**config.mk**
```make
export PLATFORM = sky130hd
export DESIGN_NAME = discovery_tlv_block_parser
export DESIGN_NICKNAME = d
export VERILOG_FILES = /design/src/hw/rtl/dtlv_pkg.sv /design/src/hw/rtl/dtlv_front.sv /design/src/hw/rtl/dtlv_queue.sv /design/src/hw/rtl/dtlv_back.sv /design/src/hw/rtl/discovery_tlv_block_parser.sv
export SDC_FILE = /design/constraint.sdc
export NUM_CORES = 1
export LEC_CHECK = 0
export BUFFER_PORTS_ARGS = -buffer_cell sky130_fd_sc_hd__buf_2
export CORE_AREA = 2 2 251 253
export CTS_BUF_LIST = sky130_fd_sc_hd__clkbuf_4
export DETAILED_ROUTE_END_ITERATION = 7
export DIE_AREA = 0 0 253 255
export GPL_TIMING_DRIVEN = 0
export PLACE_DENSITY_LB_ADDON = 0.25
export SYNTH_ARGS = -nofsm -noshare
export SYNTH_HDL_FRONTEND = slang
export SYNTH_SLANG_ARGS = --single-unit
```
**constraint.sdc**
```tcl
create_clock -name clk_i -period 9.2 [get_ports clk_i]
set_input_delay 1.38 -clock clk_i [delete_from_list [all_inputs] [get_ports clk_i]]
set_output_delay 1.38 -clock clk_i [all_outputs]
set_load 0.03 [all_outputs]
```
**src/hw/rtl/dtlv_pkg.sv**
```systemverilog
// Shared types and constants for the discovery TLV block parser.
// Used by the front parser, the result queue, the output stage and the top level.
package dtlv_pkg;

  localparam int unsigned TDATA_W = 144;
  localparam int unsigned TUSER_W = 2;

  localparam logic [3:0] HDR_BYTES     = 4'd12;
  localparam logic [3:0] HDR_SPLIT     = 4'd8;
  localparam logic [3:0] BLK_HDR_BYTES = 4'd4;

  typedef enum logic [1:0] {
    KIND_HEADER     = 2'd0,
    KIND_BLOCK_HDR  = 2'd1,
    KIND_BLOCK_BYTE = 2'd2,
    KIND_FRAME_END  = 2'd3
  } kind_e;

  typedef enum logic [1:0] {
    STATUS_OK      = 2'd0,
    STATUS_TRUNC   = 2'd1,
    STATUS_OVERRUN = 2'd2
  } status_e;

  // One queue entry: an optional header/block/data result and an optional
  // frame end status that follows it. Fields unused by the kind are zero.
  typedef struct packed {
    logic        has_main;
    kind_e       kind;
    logic [15:0] frame_id;
    logic [7:0]  service;
    logic [7:0]  msg_type;
    logic [31:0] xid;
    logic [15:0] delay;
    logic [15:0] data_length;
    logic [7:0]  option;
    logic [7:0]  suboption;
    logic [15:0] block_length;
    logic [7:0]  block_byte;
    logic        has_end;
    status_e     status;
  } entry_t;

endpackage

```
**src/hw/rtl/dtlv_front.sv**
```systemverilog
// Front parser: accepts payload bytes, tracks header and block state, and
// emits one queue entry per byte that produces results. Depends on dtlv_pkg.
module dtlv_front
  import dtlv_pkg::*;
(
  input  logic       clk_i,
  input  logic       rst_ni,
  input  logic       byte_valid_i,
  input  logic [7:0] data_byte_i,
  input  logic       last_byte_i,
  input  logic       queue_full_i,
  output logic       byte_ready_o,
  output logic       push_o,
  output entry_t     push_data_o
);

  typedef enum logic [2:0] {
    PH_HEADER = 3'd0,
    PH_BLKHDR = 3'd1,
    PH_DATA   = 3'd2,
    PH_PAD    = 3'd3,
    PH_SKIP   = 3'd4
  } phase_e;

  phase_e      phase_q, phase_d;
  logic [3:0]  hdr_idx_q, hdr_idx_d;
  logic [63:0] hdr_shift_q, hdr_shift_d;
  logic [15:0] region_left_q, region_left_d;
  logic [15:0] block_left_q, block_left_d;
  logic [31:0] blk_shift_q, blk_shift_d;
  logic        block_odd_q, block_odd_d;
  logic        block_err_q, block_err_d;
  logic        accept;
  logic [15:0] blk_len;
  entry_t      ent;

  // A new block starts only if a full block header still fits in the region.
  function automatic phase_e region_next(input logic [15:0] left);
    phase_e ph;
    ph = (left >= {12'd0, BLK_HDR_BYTES}) ? PH_BLKHDR : PH_SKIP;
    return ph;
  endfunction

  assign byte_ready_o = !queue_full_i;
  assign accept       = byte_valid_i && !queue_full_i;

  always_comb begin
    phase_d       = phase_q;
    hdr_idx_d     = hdr_idx_q;
    hdr_shift_d   = hdr_shift_q;
    region_left_d = region_left_q;
    block_left_d  = block_left_q;
    blk_shift_d   = blk_shift_q;
    block_odd_d   = block_odd_q;
    block_err_d   = block_err_q;
    blk_len       = '0;
    ent           = '0;

    if (accept) begin
      case (phase_q)
        PH_HEADER: begin
          if (hdr_idx_q < HDR_SPLIT) begin
            hdr_shift_d = {hdr_shift_q[55:0], data_byte_i};
          end else begin
            blk_shift_d = {blk_shift_q[23:0], data_byte_i};
          end
          hdr_idx_d = hdr_idx_q + 4'd1;
          if (hdr_idx_d == HDR_BYTES) begin
            ent.has_main    = 1'b1;
            ent.kind        = KIND_HEADER;
            ent.frame_id    = hdr_shift_d[63:48];
            ent.service     = hdr_shift_d[47:40];
            ent.msg_type    = hdr_shift_d[39:32];
            ent.xid         = hdr_shift_d[31:0];
            ent.delay       = blk_shift_d[31:16];
            ent.data_length = blk_shift_d[15:0];
            region_left_d   = blk_shift_d[15:0];
            hdr_idx_d       = '0;
            phase_d         = region_next(region_left_d);
          end
        end
        PH_BLKHDR: begin
          blk_shift_d = {blk_shift_q[23:0], data_byte_i};
          blk_len     = blk_shift_d[15:0];
          if (region_left_q != '0) begin
            region_left_d = region_left_q - 16'd1;
          end
          hdr_idx_d = hdr_idx_q + 4'd1;
          if (hdr_idx_d == BLK_HDR_BYTES) begin
            hdr_idx_d = '0;
            if (blk_len > region_left_d) begin
              block_err_d = 1'b1;
              phase_d     = PH_SKIP;
            end else begin
              ent.has_main     = 1'b1;
              ent.kind         = KIND_BLOCK_HDR;
              ent.option       = blk_shift_d[31:24];
              ent.suboption    = blk_shift_d[23:16];
              ent.block_length = blk_len;
              block_left_d     = blk_len;
              block_odd_d      = blk_len[0];
              if (blk_len == '0) begin
                phase_d = region_next(region_left_d);
              end else begin
                phase_d = PH_DATA;
              end
            end
          end
        end
        PH_DATA: begin
          ent.has_main   = 1'b1;
          ent.kind       = KIND_BLOCK_BYTE;
          ent.block_byte = data_byte_i;
          if (block_left_q != '0) begin
            block_left_d = block_left_q - 16'd1;
          end
          if (region_left_q != '0) begin
            region_left_d = region_left_q - 16'd1;
          end
          if (block_left_d == '0) begin
            if (block_odd_q && region_left_d != '0) begin
              phase_d = PH_PAD;
            end else begin
              hdr_idx_d = '0;
              phase_d   = region_next(region_left_d);
            end
          end
        end
        PH_PAD: begin
          if (region_left_q != '0) begin
            region_left_d = region_left_q - 16'd1;
          end
          hdr_idx_d = '0;
          phase_d   = region_next(region_left_d);
        end
        default: begin
          phase_d = PH_SKIP;
          if (region_left_q != '0) begin
            region_left_d = region_left_q - 16'd1;
          end
        end
      endcase

      if (last_byte_i) begin
        ent.has_end = 1'b1;
        // Truncation wins over a latched overrun.
        if (phase_d == PH_HEADER || region_left_d != '0) begin
          ent.status = STATUS_TRUNC;
        end else if (block_err_d) begin
          ent.status = STATUS_OVERRUN;
        end else begin
          ent.status = STATUS_OK;
        end
        phase_d       = PH_HEADER;
        hdr_idx_d     = '0;
        hdr_shift_d   = '0;
        region_left_d = '0;
        block_left_d  = '0;
        blk_shift_d   = '0;
        block_odd_d   = 1'b0;
        block_err_d   = 1'b0;
      end
    end
  end

  assign push_o      = accept && (ent.has_main || ent.has_end);
  assign push_data_o = ent;

  always_ff @(posedge clk_i or negedge rst_ni) begin
    if (!rst_ni) begin
      phase_q       <= PH_HEADER;
      hdr_idx_q     <= '0;
      hdr_shift_q   <= '0;
      region_left_q <= '0;
      block_left_q  <= '0;
      blk_shift_q   <= '0;
      block_odd_q   <= 1'b0;
      block_err_q   <= 1'b0;
    end else begin
      phase_q       <= phase_d;
      hdr_idx_q     <= hdr_idx_d;
      hdr_shift_q   <= hdr_shift_d;
      region_left_q <= region_left_d;
      block_left_q  <= block_left_d;
      blk_shift_q   <= blk_shift_d;
      block_odd_q   <= block_odd_d;
      block_err_q   <= block_err_d;
    end
  end

  a_data_within_region: assert property (@(posedge clk_i) disable iff (!rst_ni)
    phase_q == PH_DATA |-> (block_left_q != '0 && block_left_q <= region_left_q))
    else $error("block data count exceeds region count");

  a_blkhdr_index: assert property (@(posedge clk_i) disable iff (!rst_ni)
    phase_q == PH_BLKHDR |-> hdr_idx_q < BLK_HDR_BYTES)
    else $error("block header index out of range");

endmodule

```
**src/hw/rtl/dtlv_queue.sv**
```systemverilog
// Small result queue between the front parser and the output stage.
// Register storage with one read port. Depends on dtlv_pkg.
module dtlv_queue
  import dtlv_pkg::*;
#(
  parameter int unsigned DEPTH = 4
) (
  input  logic   clk_i,
  input  logic   rst_ni,
  input  logic   push_i,
  input  entry_t push_data_i,
  output logic   full_o,
  input  logic   pop_i,
  output entry_t pop_data_o,
  output logic   empty_o
);

  localparam int unsigned AW = (DEPTH > 1) ? $clog2(DEPTH) : 1;
  localparam int unsigned CW = $clog2(DEPTH + 1);
  localparam logic [AW-1:0] LAST_PTR = AW'(DEPTH - 1);
  localparam logic [CW-1:0] FULL_CNT = CW'(DEPTH);

  entry_t        mem_q [DEPTH];
  logic [AW-1:0] wr_ptr_q, wr_ptr_d;
  logic [AW-1:0] rd_ptr_q, rd_ptr_d;
  logic [CW-1:0] count_q, count_d;
  logic          do_push, do_pop;

  assign full_o     = (count_q == FULL_CNT);
  assign empty_o    = (count_q == '0);
  assign do_push    = push_i && !full_o;
  assign do_pop     = pop_i && !empty_o;
  assign pop_data_o = mem_q[rd_ptr_q];

  always_comb begin
    wr_ptr_d = wr_ptr_q;
    rd_ptr_d = rd_ptr_q;
    count_d  = count_q;
    if (do_push) begin
      wr_ptr_d = (wr_ptr_q == LAST_PTR) ? '0 : wr_ptr_q + AW'(1);
    end
    if (do_pop) begin
      rd_ptr_d = (rd_ptr_q == LAST_PTR) ? '0 : rd_ptr_q + AW'(1);
    end
    if (do_push && !do_pop) begin
      count_d = count_q + CW'(1);
    end else if (do_pop && !do_push) begin
      count_d = count_q - CW'(1);
    end
  end

  always_ff @(posedge clk_i or negedge rst_ni) begin
    if (!rst_ni) begin
      wr_ptr_q <= '0;
      rd_ptr_q <= '0;
      count_q  <= '0;
    end else begin
      wr_ptr_q <= wr_ptr_d;
      rd_ptr_q <= rd_ptr_d;
      count_q  <= count_d;
    end
  end

  always_ff @(posedge clk_i) begin
    if (do_push) begin
      mem_q[wr_ptr_q] <= push_data_i;
    end
  end

  a_count_bound: assert property (@(posedge clk_i) disable iff (!rst_ni)
    count_q <= FULL_CNT)
    else $error("queue count above depth");

  a_no_lost_push: assert property (@(posedge clk_i) disable iff (!rst_ni)
    push_i |-> !full_o)
    else $error("entry pushed into a full queue");

endmodule

```
**src/hw/rtl/dtlv_back.sv**
```systemverilog
// Output stage: drains queue entries into a registered result stream,
// sending the main result before the frame end status. Depends on dtlv_pkg.
module dtlv_back
  import dtlv_pkg::*;
(
  input  logic               clk_i,
  input  logic               rst_ni,
  input  entry_t             head_i,
  input  logic               empty_i,
  output logic               pop_o,
  output logic               m_tvalid_o,
  input  logic               m_tready_i,
  output logic [TDATA_W-1:0] m_tdata_o,
  output logic [TUSER_W-1:0] m_tuser_o
);

  logic               valid_q, valid_d;
  logic               main_done_q, main_done_d;
  logic [TDATA_W-1:0] tdata_q, tdata_d;
  kind_e              kind_q, kind_d;
  logic               load;

  assign load = !valid_q || m_tready_i;

  always_comb begin
    valid_d     = valid_q;
    main_done_d = main_done_q;
    tdata_d     = tdata_q;
    kind_d      = kind_q;
    pop_o       = 1'b0;
    if (load) begin
      valid_d = !empty_i;
      if (!empty_i) begin
        if (head_i.has_main && !main_done_q) begin
          kind_d  = head_i.kind;
          tdata_d = {6'd0, STATUS_OK, head_i.block_byte, head_i.block_length,
                     head_i.suboption, head_i.option, head_i.data_length,
                     head_i.delay, head_i.xid, head_i.msg_type, head_i.service,
                     head_i.frame_id};
          if (head_i.has_end) begin
            main_done_d = 1'b1;
          end else begin
            pop_o = 1'b1;
          end
        end else begin
          kind_d      = KIND_FRAME_END;
          tdata_d     = {6'd0, head_i.status, 136'd0};
          main_done_d = 1'b0;
          pop_o       = 1'b1;
        end
      end
    end
  end

  always_ff @(posedge clk_i or negedge rst_ni) begin
    if (!rst_ni) begin
      valid_q     <= 1'b0;
      main_done_q <= 1'b0;
    end else begin
      valid_q     <= valid_d;
      main_done_q <= main_done_d;
    end
  end

  always_ff @(posedge clk_i) begin
    tdata_q <= tdata_d;
    kind_q  <= kind_d;
  end

  assign m_tvalid_o = valid_q;
  assign m_tdata_o  = tdata_q;
  assign m_tuser_o  = kind_q;

  a_end_only_status: assert property (@(posedge clk_i) disable iff (!rst_ni)
    (valid_q && kind_q == KIND_FRAME_END) |-> tdata_q[135:0] == '0)
    else $error("frame end result carries nonzero payload fields");

endmodule

```
**src/hw/rtl/discovery_tlv_block_parser.sv**
```systemverilog
// Discovery TLV block parser, top level. A result is registered in the queue
// and then in the output register after the byte that causes it is accepted.
// Throughput: one byte per cycle while the queue is not full; a final byte that
// also closes a header, block header or data byte yields two results from one
// queue entry, absorbed by the QUEUE_DEPTH-entry queue. Reset returns the parser
// to the header phase and empties the queue and the output register.
module discovery_tlv_block_parser
  import dtlv_pkg::*;
#(
  parameter int unsigned QUEUE_DEPTH = 4
) (
  input  logic               clk_i,
  input  logic               rst_ni,
  input  logic               s_axis_tvalid,
  output logic               s_axis_tready,
  input  logic [7:0]         s_axis_tdata,  // data_byte[7:0]
  input  logic               s_axis_tlast,  // last_byte
  output logic               m_axis_tvalid,
  input  logic               m_axis_tready,
  // frame_id[15:0], service[23:16], msg_type[31:24], xid[63:32], delay[79:64],
  // data_length[95:80], option[103:96], suboption[111:104],
  // block_length[127:112], block_byte[135:128], status[137:136], zero[143:138]
  output logic [TDATA_W-1:0] m_axis_tdata,
  output logic [TUSER_W-1:0] m_axis_tuser   // kind[1:0]
);

  logic   push, full, pop, empty;
  entry_t push_data, head;

  dtlv_front u_front (
    .clk_i        (clk_i),
    .rst_ni       (rst_ni),
    .byte_valid_i (s_axis_tvalid),
    .data_byte_i  (s_axis_tdata),
    .last_byte_i  (s_axis_tlast),
    .queue_full_i (full),
    .byte_ready_o (s_axis_tready),
    .push_o       (push),
    .push_data_o  (push_data)
  );

  dtlv_queue #(
    .DEPTH (QUEUE_DEPTH)
  ) u_queue (
    .clk_i       (clk_i),
    .rst_ni      (rst_ni),
    .push_i      (push),
    .push_data_i (push_data),
    .full_o      (full),
    .pop_i       (pop),
    .pop_data_o  (head),
    .empty_o     (empty)
  );

  dtlv_back u_back (
    .clk_i      (clk_i),
    .rst_ni     (rst_ni),
    .head_i     (head),
    .empty_i    (empty),
    .pop_o      (pop),
    .m_tvalid_o (m_axis_tvalid),
    .m_tready_i (m_axis_tready),
    .m_tdata_o  (m_axis_tdata),
    .m_tuser_o  (m_axis_tuser)
  );

endmodule

```
# ---- After elaboration in Yosys (flattened, before gate mapping)
# Memory sizes are Yosys's and may differ from the RTL's.
# Index checks and enable logic that the tools add are counted.
dict set report word_totals {
  regBits 292
  n_memories 1
  inputBits 13
  word_cells 165
  out_inout_bits 148
  mem_bits_rw 568
}
# memory depth width read_ports rd_ports_with_merged_regs wr line_no
set memory_table {}
lappend memory_table {u_queue.mem_q 4 142 1 0 1 dtlv_queue.sv:23} ;# entry_t mem_q [DEPTH];
dict set report classes {
  n_bitwise 1
  reduce_logical 40
  eq_ne 14
  add_sub_neg 7
  order_cmp 6
  mux 79
}
# operator count
set ops {}
lappend ops {{2-to-1 mux 16 bit} 16}
lappend ops {{2-to-1 mux 32 bit} 7}
lappend ops {{2-to-1 mux 64 bit} 3}
lappend ops {{2-to-1 mux 142 bit} 1}
lappend ops {{2-to-1 mux 99 bit} 1}
lappend ops {{2-to-1 mux 96 bit} 1}
lappend ops {{greater-or-equal comparator 16 x 3 -> 1 bit (second input constant)} 4}
lappend ops {{case mux 16 bit (4 select lines)} 1}
lappend ops {{case mux 32 bit (2 select lines)} 1}
lappend ops {{nonzero test 16 bit} 4}
lappend ops {{2-to-1 mux 3 bit} 17}
lappend ops {{logical NOT 16 bit} 2}
lappend ops {{case mux 16 bit (2 select lines)} 1}
lappend ops {{subtractor 16 x 1 -> 16 bit (second input constant)} 2}
lappend ops {{2-to-1 mux 4 bit} 5}
lappend ops {{2-to-1 mux 1 bit} 17}
lappend ops {{greater-than comparator 16 bit} 1}
lappend ops {{case mux 4 bit (4 select lines)} 1}
lappend ops {{case mux 3 bit (4 select lines)} 1}
lappend ops {{AND reduction 4 bit} 3}
lappend ops {{logical NOT 3 bit} 3}
lappend ops {{case mux 3 bit (3 select lines)} 1}
lappend ops {{logical AND 1 bit} 8}
lappend ops {{2-to-1 mux 2 bit} 4}
lappend ops {{23 further kinds} 42}

# ---- Depth between registers and ports, before layout
# Gate-level depths: netlist of the first run.
dict set report depth {
  depth_word 23
  ltp_mapped 22
  depth_no_buf 22
}

# ---- Modules after synthesis
# A second synthesis of the first run with hierarchy kept.
dict set report hier_totals {
  cells_unflattened 2106
  area_unflattened_um2 35351.4
}
# module seq_area_each_um2 n_inst cells_per_inst area_per_inst_um2
set modules_own_cells {}
lappend modules_own_cells {dtlv_queue 17231.5 1 779 20893.8}
lappend modules_own_cells {dtlv_front 3428.3 1 1015 9083.7}
lappend modules_own_cells {dtlv_back 4254.1 1 312 5373.9}

# ---- Worst setup path before layout of the first run
# OpenSTA, ideal clock, no wires.
dict set report synth_timing {
  kind {input -> register}
  from {in m_axis_tready}
  to {reg u_queue.count_q[1]}
  required_ns 9.075
  t_arrival_ns 10.812
  n_path_buf 0
  path_stages 7
  slack_ns -1.737
  cell_sequence {inv_1 a21oi_1 o21ai_1 ha_1 inv_1 fa_1 mux2_2}
}
dict set report synth_via {
  elab_chain_len 6
  word_cells_on_any_way 8
  cone_classes {mux (2); reduce/logical (6)}
}
# element line_no
set synth_rtl {}
lappend synth_rtl {{start: declaration} discovery_tlv_block_parser.sv:19} ;# input logic m_axis_tready,
lappend synth_rtl {{logical OR 1 bit} dtlv_back.sv:23} ;# assign load = !valid_q || m_tready_i;
lappend synth_rtl {{2-to-1 mux 1 bit} dtlv_back.sv:31} ;# if (load) begin
lappend synth_rtl {{logical AND 1 bit} dtlv_queue.sv:32} ;# assign do_pop = pop_i && !empty_o;
lappend synth_rtl {{logical NOT 1 bit} dtlv_queue.sv:45} ;# if (do_push && !do_pop) begin
lappend synth_rtl {{logical AND 1 bit} dtlv_queue.sv:45}
lappend synth_rtl {{2-to-1 mux 3 bit} dtlv_queue.sv:45}
lappend synth_rtl {{net u_queue.count_d[1]} dtlv_queue.sv:26} ;# logic [CW-1:0] count_q, count_d;
lappend synth_rtl {{end signal: assignment} dtlv_queue.sv:60} ;# count_q <= count_d;
lappend synth_rtl {{end: declaration} dtlv_queue.sv:26}
# The timed path passes the listed nets, and every way through them passes these cells.
# A chain may end at the register's enable or synchronous reset.

==> results.cfg, run 1 <==
[synthesis]
synth_top_area_share_pct = 60.1
synth_flop_cell = edfxtp_1
synth_seq_cells = 854
syn_inst = 2124
yosysSeqAreaShare_pct = 70.4
postSynthAreaPerCell_um2 = 16.7
async_flop_share_pct = 17.1
synth_edf_count = 708
synthTopCellsByArea = edfxtp_1 60%, dfrtp_1 10%, mux4_2 9.0%
syn_area_um2 = 35400
synth.distinct_cells = 92
yosysWarnings = 0
yosysTopAreaCell = edfxtp_1

[timing]
max_freq_mhz = 157
drv_slew = 0
period_minus_slack_ns = 6.38
max_slew_margin_pct = 13.9
finalHoldViolCount = 0
grt_setup_unrepaired = no
holdWs_ns = 0.250
skew_ns = 0.0530
worst_pin_slew_ns = 1.29
fin_crit_sh_pct = 69.4
worst_slack_ns = 2.82
setup_viol = 0

[layout]
seq_area_um2 = 24900
design_area_um2 = 40600
final_cell_count_no_fill = 3500
multi_input_area_um2 = 9890
nets = 2556
drive_gt1_share_pct = 27.0
fillers = 4359
area_growth_pct = 14.7

[placed_design]
dp_slack_ns = 2.86
dpl.cell_count = 3109
dpl.hpwl_mm = 55.1
gp_congestion = 0.924
port_buffers = 153
dpl-instance-area_um2 = 37800

[clock_tree]
clk_path_buf_depth = 3
holdBufCountCts = 0
htree_levels = 4
cts_setup_buffers = 0
tritoncts = yes
cts-root-buf = clkbuf_4
cts_resized = 0
cts.clk_slew.worst_paths_ns = 0.07
numClockSinks = 854
cts_buffers = 204
clk_latency_ns = 1.05

[setup_path]
reg2reg_to = u_queue.mem_q[1][51]$_DFFE_PP_
critical_path.endpoint_type = flip-flop
worstPathCellList = inv_1, ha_1, nor4b_4, nand4_4, or4_4, and2_1, ha_1, nand2_1, o21ai_0, a211oi_1, a31o_2, a21oi_1, a31oi_1, nor2_1, nor2b_4, buf_12, buf_12, buf_12
slowest_stage = nor2b_4
crit_top_cell = buf_12
r2r.worst_path.cells = 18
rrSetupSlack_ns = 2.82
cp_max_fo = 27
slowest_delay_ns = 0.69
required_ns = 9.91
r2r-start = u_front.region_left_q[0]$_DFFE_PN0P_
startpoint_type = flip-flop
path_class = flip-flop to flip-flop
critical_path_arrival_ns = 7.09

[pwr]
p_leak_nw = 14.6
irDropWorstVdd_mv = 0.203
total_power_mw = 13.5
cellPowerDensity_nw_per_um2 = 331

[floorplanning]
fp-row-count = 92
die-area_um2 = 64500
die_y_um = 255
start_util_pct = 56.9
core-area_um2 = 62200
io_pins = 161
die_x_um = 253

[drt]
vias = 20900
drtPass1Iterations = 6
viasPerCell = 5.98
drt_wl_total_mm = 83.1
drt_iter0_drc = 2008
drcViolationCount = 0
antenna_left = 0
wl_per_cell_um = 23.7

[grt]
gr-total-overflow = 0
grt_use_total_pct = 26.3
grt_pass1_wl_mm = 126
antenna_found_initial = 4
grt_pass1_vias = 21200
grt_start_max_net_pins = 56

[run]
drv_cap = 0

[status]
outcome = finished clean

[min_path]
hp-class = primary input to async pin
==> metal layers <==
layer | GRT usage, % | wire length, um | vias up | share of wire (%)
met1 | 37.3 | 35500 | 10700 | 43
met5 | 0 | 0 | - | 0
met2 | 41.5 | 40400 | 818 | 49
met3 | 5.33 | 5410 | 124 | 6.5
met4 | 9.01 | 1790 | 0 | 2.1
li1 | - | - | 9283 | -
==> cell usage after synthesis, types with 27 or more instances <==
master	number
a21oi_1	33
a22o_1	99
and2_1	37
clkbuf_1	94
dfrtp_1	146
edfxtp_1	708
mux2i_1	103
mux4_2	142
nand2_1	56
nand3_1	27
nor2_1	150
nor2b_1	142
nor3_1	29
o21ai_0	41
==> where the power goes <==
group          internal, mW  total [mW]  switching, mW
registers              5.20        5.54          0.345
clock network          1.66        3.16           1.50
logic                  1.77        4.75           2.98
==> registers in the layout, indices dropped and copies added, names as in the netlist, 2 cells and up <==
name / flops
u_queue.mem_q: 568
u_back.m_tdata_o: 138
u_front.hdr_shift_q: 64
u_front.blk_shift_q: 32
u_front.block_left_q: 16
u_front.region_left_q: 16
u_front.hdr_idx_q: 4
u_front.phase_q: 3
u_queue.count_q: 3
u_back.m_tuser_o: 2
u_queue.rd_ptr_q: 2
u_queue.wr_ptr_q: 2
==> worst max-delay path by stage <==
stage / to / from / cells past startpoint / slack [ns]
floorplan: u_queue.mem_q[0][0]$_DFFE_PP_ / u_front.region_left_q[0]$_DFFE_PN0P_ / 15 / -1.06
finish: u_queue.mem_q[1][51]$_DFFE_PP_ / u_front.region_left_q[0]$_DFFE_PN0P_ / 18 / 2.82
detailed placement: u_queue.mem_q[1][44]$_DFFE_PP_ / u_front.region_left_q[0]$_DFFE_PN0P_ / 18 / 2.86
global placement: u_queue.mem_q[1][44]$_DFFE_PP_ / u_front.region_left_q[0]$_DFFE_PN0P_ / 15 / -7.06
CTS: u_queue.mem_q[1][57]$_DFFE_PP_ / u_front.region_left_q[0]$_DFFE_PN0P_ / 18 / 2.85
global route: u_queue.mem_q[1][52]$_DFFE_PP_ / u_front.region_left_q[0]$_DFFE_PN0P_ / 18 / 2.53
==> critical path, delay by kind of cell, from the launching register on <==
family | cells | cell delay (ns)
simple gates | 7 | 2.72
buf+inv | 4 | 0.87
flops | 1 | 0.45
compound gates | 5 | 1.40
fa+ha+maj | 2 | 0.56
==> area by class of cell <==
cell class                      instances  share of cell area, %
Antenna cell                            3                 0.0185
Buffer                                135                   1.40
Clock buffer                          316                   5.84
Clock inverter                         72                  0.983
Inverter                               22                  0.203
Multi-Input combinational cell       1118                   24.4
Sequential cell                       854                   61.4
Tap cell                              799                   2.46
Timing Repair Buffer                  181                   3.37
==> metrics by stage <==
| step | setup TNS (ns) | utilization [%] |
|---|---|---|
| after floorplan | -601.03 | - |
| after global placement | -3996.64 | 59.8 |
| after detailed placement | 0 | 60.8 |
| after CTS | 0 | 65.3 |
| after global routing | 0 | 65.3 |
| final | 0 | 65.3 |
==> cell families after synthesis <==
logic type | count (synthesis) | share of synthesized area (%)
DFF | 854 | 70.4
and+or+nand+nor | 546 | 8.45
AOI/OAI and AO/OA | 272 | 5.74
muxes | 256 | 12.3
buffers and inverters | 157 | 1.84
adders and majority gates | 27 | 0.976
xor gates and xnor gates | 11 | 0.272
other | 1 | 0.0106
==> placed cells by master, fill, tap and decap left out, types with 7 or more instances in the layout <==
master / count
a22o_1: 99
nand3b_1: 12
edfxtp_1: 708
o21ai_0: 41
clkbuf_1: 94
and3_1: 12
buf_4: 7
and2_1: 37
a21oi_1: 32
o22ai_1: 14
nand4_1: 15
dfrtp_1: 146
a31oi_1: 9
mux4_2: 142
nor2_1: 150
clkinv_2: 9
mux2i_1: 103
inv_1: 22
nor3_1: 28
buf_2: 158
clkinv_1: 50
nand2_1: 56
ha_1: 26
o2111ai_1: 7
nor2b_1: 138
nor4_1: 13
clkbuf_4: 316
buf_1: 23
nand2b_1: 9
mux2_2: 10
nand3_1: 27
buf_12: 23
(Power assumes the default switching activity.)
==> run 2, diff against run 1 <==
- CORE_AREA: 2 2 251 253 -> 2 2 239 241
- DIE_AREA: 0 0 253 255 -> 0 0 241 243
- clock period: 9.2 -> 6.1 ns (I/O delays scaled with it)
==> run 2 against run 1 <==
  * Total power is 51% higher
  * Sequential cell count stayed put
  * First-iteration DRC count is 2.4% higher
  * Sequential share of layout area hardly changed
  * Worst setup slack worse by 2.4 ns
  * Non-clock buffer count is 7 higher
  * Critical path type unchanged
  * Highest routed layer unchanged
==> results.cfg, run 2 (synthesis results as in run 1) <==
[grt]
grt_use_total_pct = 29.5
grt_pass1_wl_mm = 128
grt_use_met3_pct = 6.95
grt_pass1_vias = 21800
grt_start_max_net_pins = 88
gr-total-overflow = 0
top_usage_layer = met2
antenna_found_initial = 2
grt.met2_usage_pct = 46.0
grtUsageMet1_pct = 41.9

[drt]
viasPerCell = 6.13
drtPass1Iterations = 6
wl_per_cell_um = 24.1
antenna_left = 0
drt_iter0_drc = 2057
drcViolationCount = 0
vias = 21200
drt_wl_total_mm = 83.4

[layout]
top_register = u_queue.mem_q
final_cell_count_no_fill = 3464
fillers = 3577
layout_common_cells = 708 x edfxtp_1, 322 x clkbuf_4, 158 x buf_2
largest_reg_flops = 568
design_area_um2 = 40600
area_growth_pct = 14.8
drive_gt1_share_pct = 27.3
final_common_cell = edfxtp_1
nets = 2565
postLayoutCoreUtil_pct = 72.6

[timing]
period_minus_slack_ns = 5.72
worst_pin_slew_ns = 1.24
grt_setup_unrepaired = no
setup_viol = 0
max_freq_mhz = 175
worst_slack_ns = 0.380
finalHoldViolCount = 0
fin_tns_setup_ns = 0
fin_crit_sh_pct = 93.8
max_slew_margin_pct = 17.6
holdWs_ns = 0.377
skew_ns = 0.0694
drv_slew = 0

[floorplanning]
core-area_um2 = 56000
fp-row-count = 87
die_x_um = 241
die-area_um2 = 58600
start_util_pct = 63.2
die_y_um = 243
io_pins = 161

[clock_tree]
htree_levels = 4
cts.clk_slew.worst_paths_ns = 0.08
cts_buffers = 204
clk_path_buf_depth = 3
numClockSinks = 854
clk_latency_ns = 1.06
tritoncts = yes
cts-root-buf = clkbuf_4

[placed_design]
gp_congestion = 0.919
port_buffers = 153
dpl.hpwl_mm = 54.3
dpl.cell_count = 3065
dpl-instance-area_um2 = 37700
dp_slack_ns = -0.374

[status]
outcome = finished clean

[setup_path]
cp_max_fo = 28
path_class = flip-flop to flip-flop
startpoint_type = flip-flop
critical_path.endpoint_type = flip-flop
critical_path_arrival_ns = 6.42
required_ns = 6.80

[min_path]
hp-class = primary input to flip-flop

[pwr]
cellPowerDensity_nw_per_um2 = 501
irDropWorstVdd_mv = 0.360
p_leak_nw = 14.6
total_power_mw = 20.3

[run]
drv_cap = 0
## run 2: cell count changes in the layout (fill, tap and decap cells not counted), sizes merged
cell and delta:
diode +2, clkinvlp -1, dlygate4sd3 +2, clkbuf +6, clkinv -10, buf +5
inv +1, nor2b +2
## run 2: cell type report
| class | instances | area (um^2) | area share, % |
|---|---|---|---|
| clock inverter | 62 | 353 | 0.869 |
| sequential | 854 | 24900 | 61.3 |
| inverter | 22 | 82.6 | 0.203 |
| tap | 756 | 946 | 2.33 |
| clock buffer | 322 | 2420 | 5.95 |
| buffer | 135 | 568 | 1.40 |
| antenna | 5 | 12.5 | 0.0308 |
| timing repair buffer | 188 | 1400 | 3.45 |
| multi-input combinational | 1120 | 9920 | 24.4 |
## run 2: report_power, final
| group | internal [mW] | switching (mW) | total (mW) | leakage [nW] |
|---|---|---|---|---|
| Combinational | 2.70 | 4.50 | 7.19 | 4.27 |
| Clock | 2.53 | 2.22 | 4.76 | 1.65 |
| Sequential | 7.84 | 0.542 | 8.38 | 8.73 |
## run 2: path summary, 6_finish.rpt
check / startpoint / endpoint / slack (ns) / cells past startpoint
min in group asynchronous: rst_ni / u_front.region_left_q[5]$_DFFE_PN0P_ / 0.55 / 2
worst max register to register: u_front.region_left_q[0]$_DFFE_PN0P_ / u_queue.mem_q[1][51]$_DFFE_PP_ / 0.38 / 20
max in group asynchronous: rst_ni / u_front.hdr_shift_q[19]$_DFFE_PN0P_ / 4.70 / 3
worst min register to register: u_front.block_err_q$_DFFE_PN0P_ / u_front.block_err_q$_DFFE_PN0P_ / 0.49 / 1
worst max-delay path: u_front.region_left_q[0]$_DFFE_PN0P_ / u_queue.mem_q[1][51]$_DFFE_PP_ / 0.38 / 20
worst min-delay path: s_axis_tdata[0] / u_front.blk_shift_q[0]$_DFFE_PN0P_ / 0.38 / 2
## run 2: per-layer routing
layer / share of wire (%) / routed length, um
met1: 42 / 34900
met2: 49 / 40500
met3: 7.7 / 6410
met4: 1.9 / 1580
met5: 0 / 0
## run 2: timing repair
item / 4_1_cts / 5_1_grt
setup endpoints to repair: 81 / 155
setup buffers: 0 / 6
hold buffers: 2 / 0
hold endpoints to repair: 87 / 0
gates resized for setup: 2 / 2
pin swaps: 0 / 1
cloned: 1 / 1
## run 2: critical path, stage by stage, from the launching register on
cell and delay, ns:
dfrtp_1 0.45, inv_1 0.14, ha_1 0.28, nor4b_4 0.47, nand4_4 0.25, or4_4 0.55, and2_1 0.18, ha_1 0.30
nand2_1 0.06, o21ai_1 0.12, a211oi_1 0.34, a31o_2 0.21, a21oi_1 0.13, a31oi_2 0.44, nor2_4 0.16, buf_4 0.21
nor2b_4 0.15, buf_12 0.21, buf_12 0.24, buf_12 0.22, buf_12 0.24
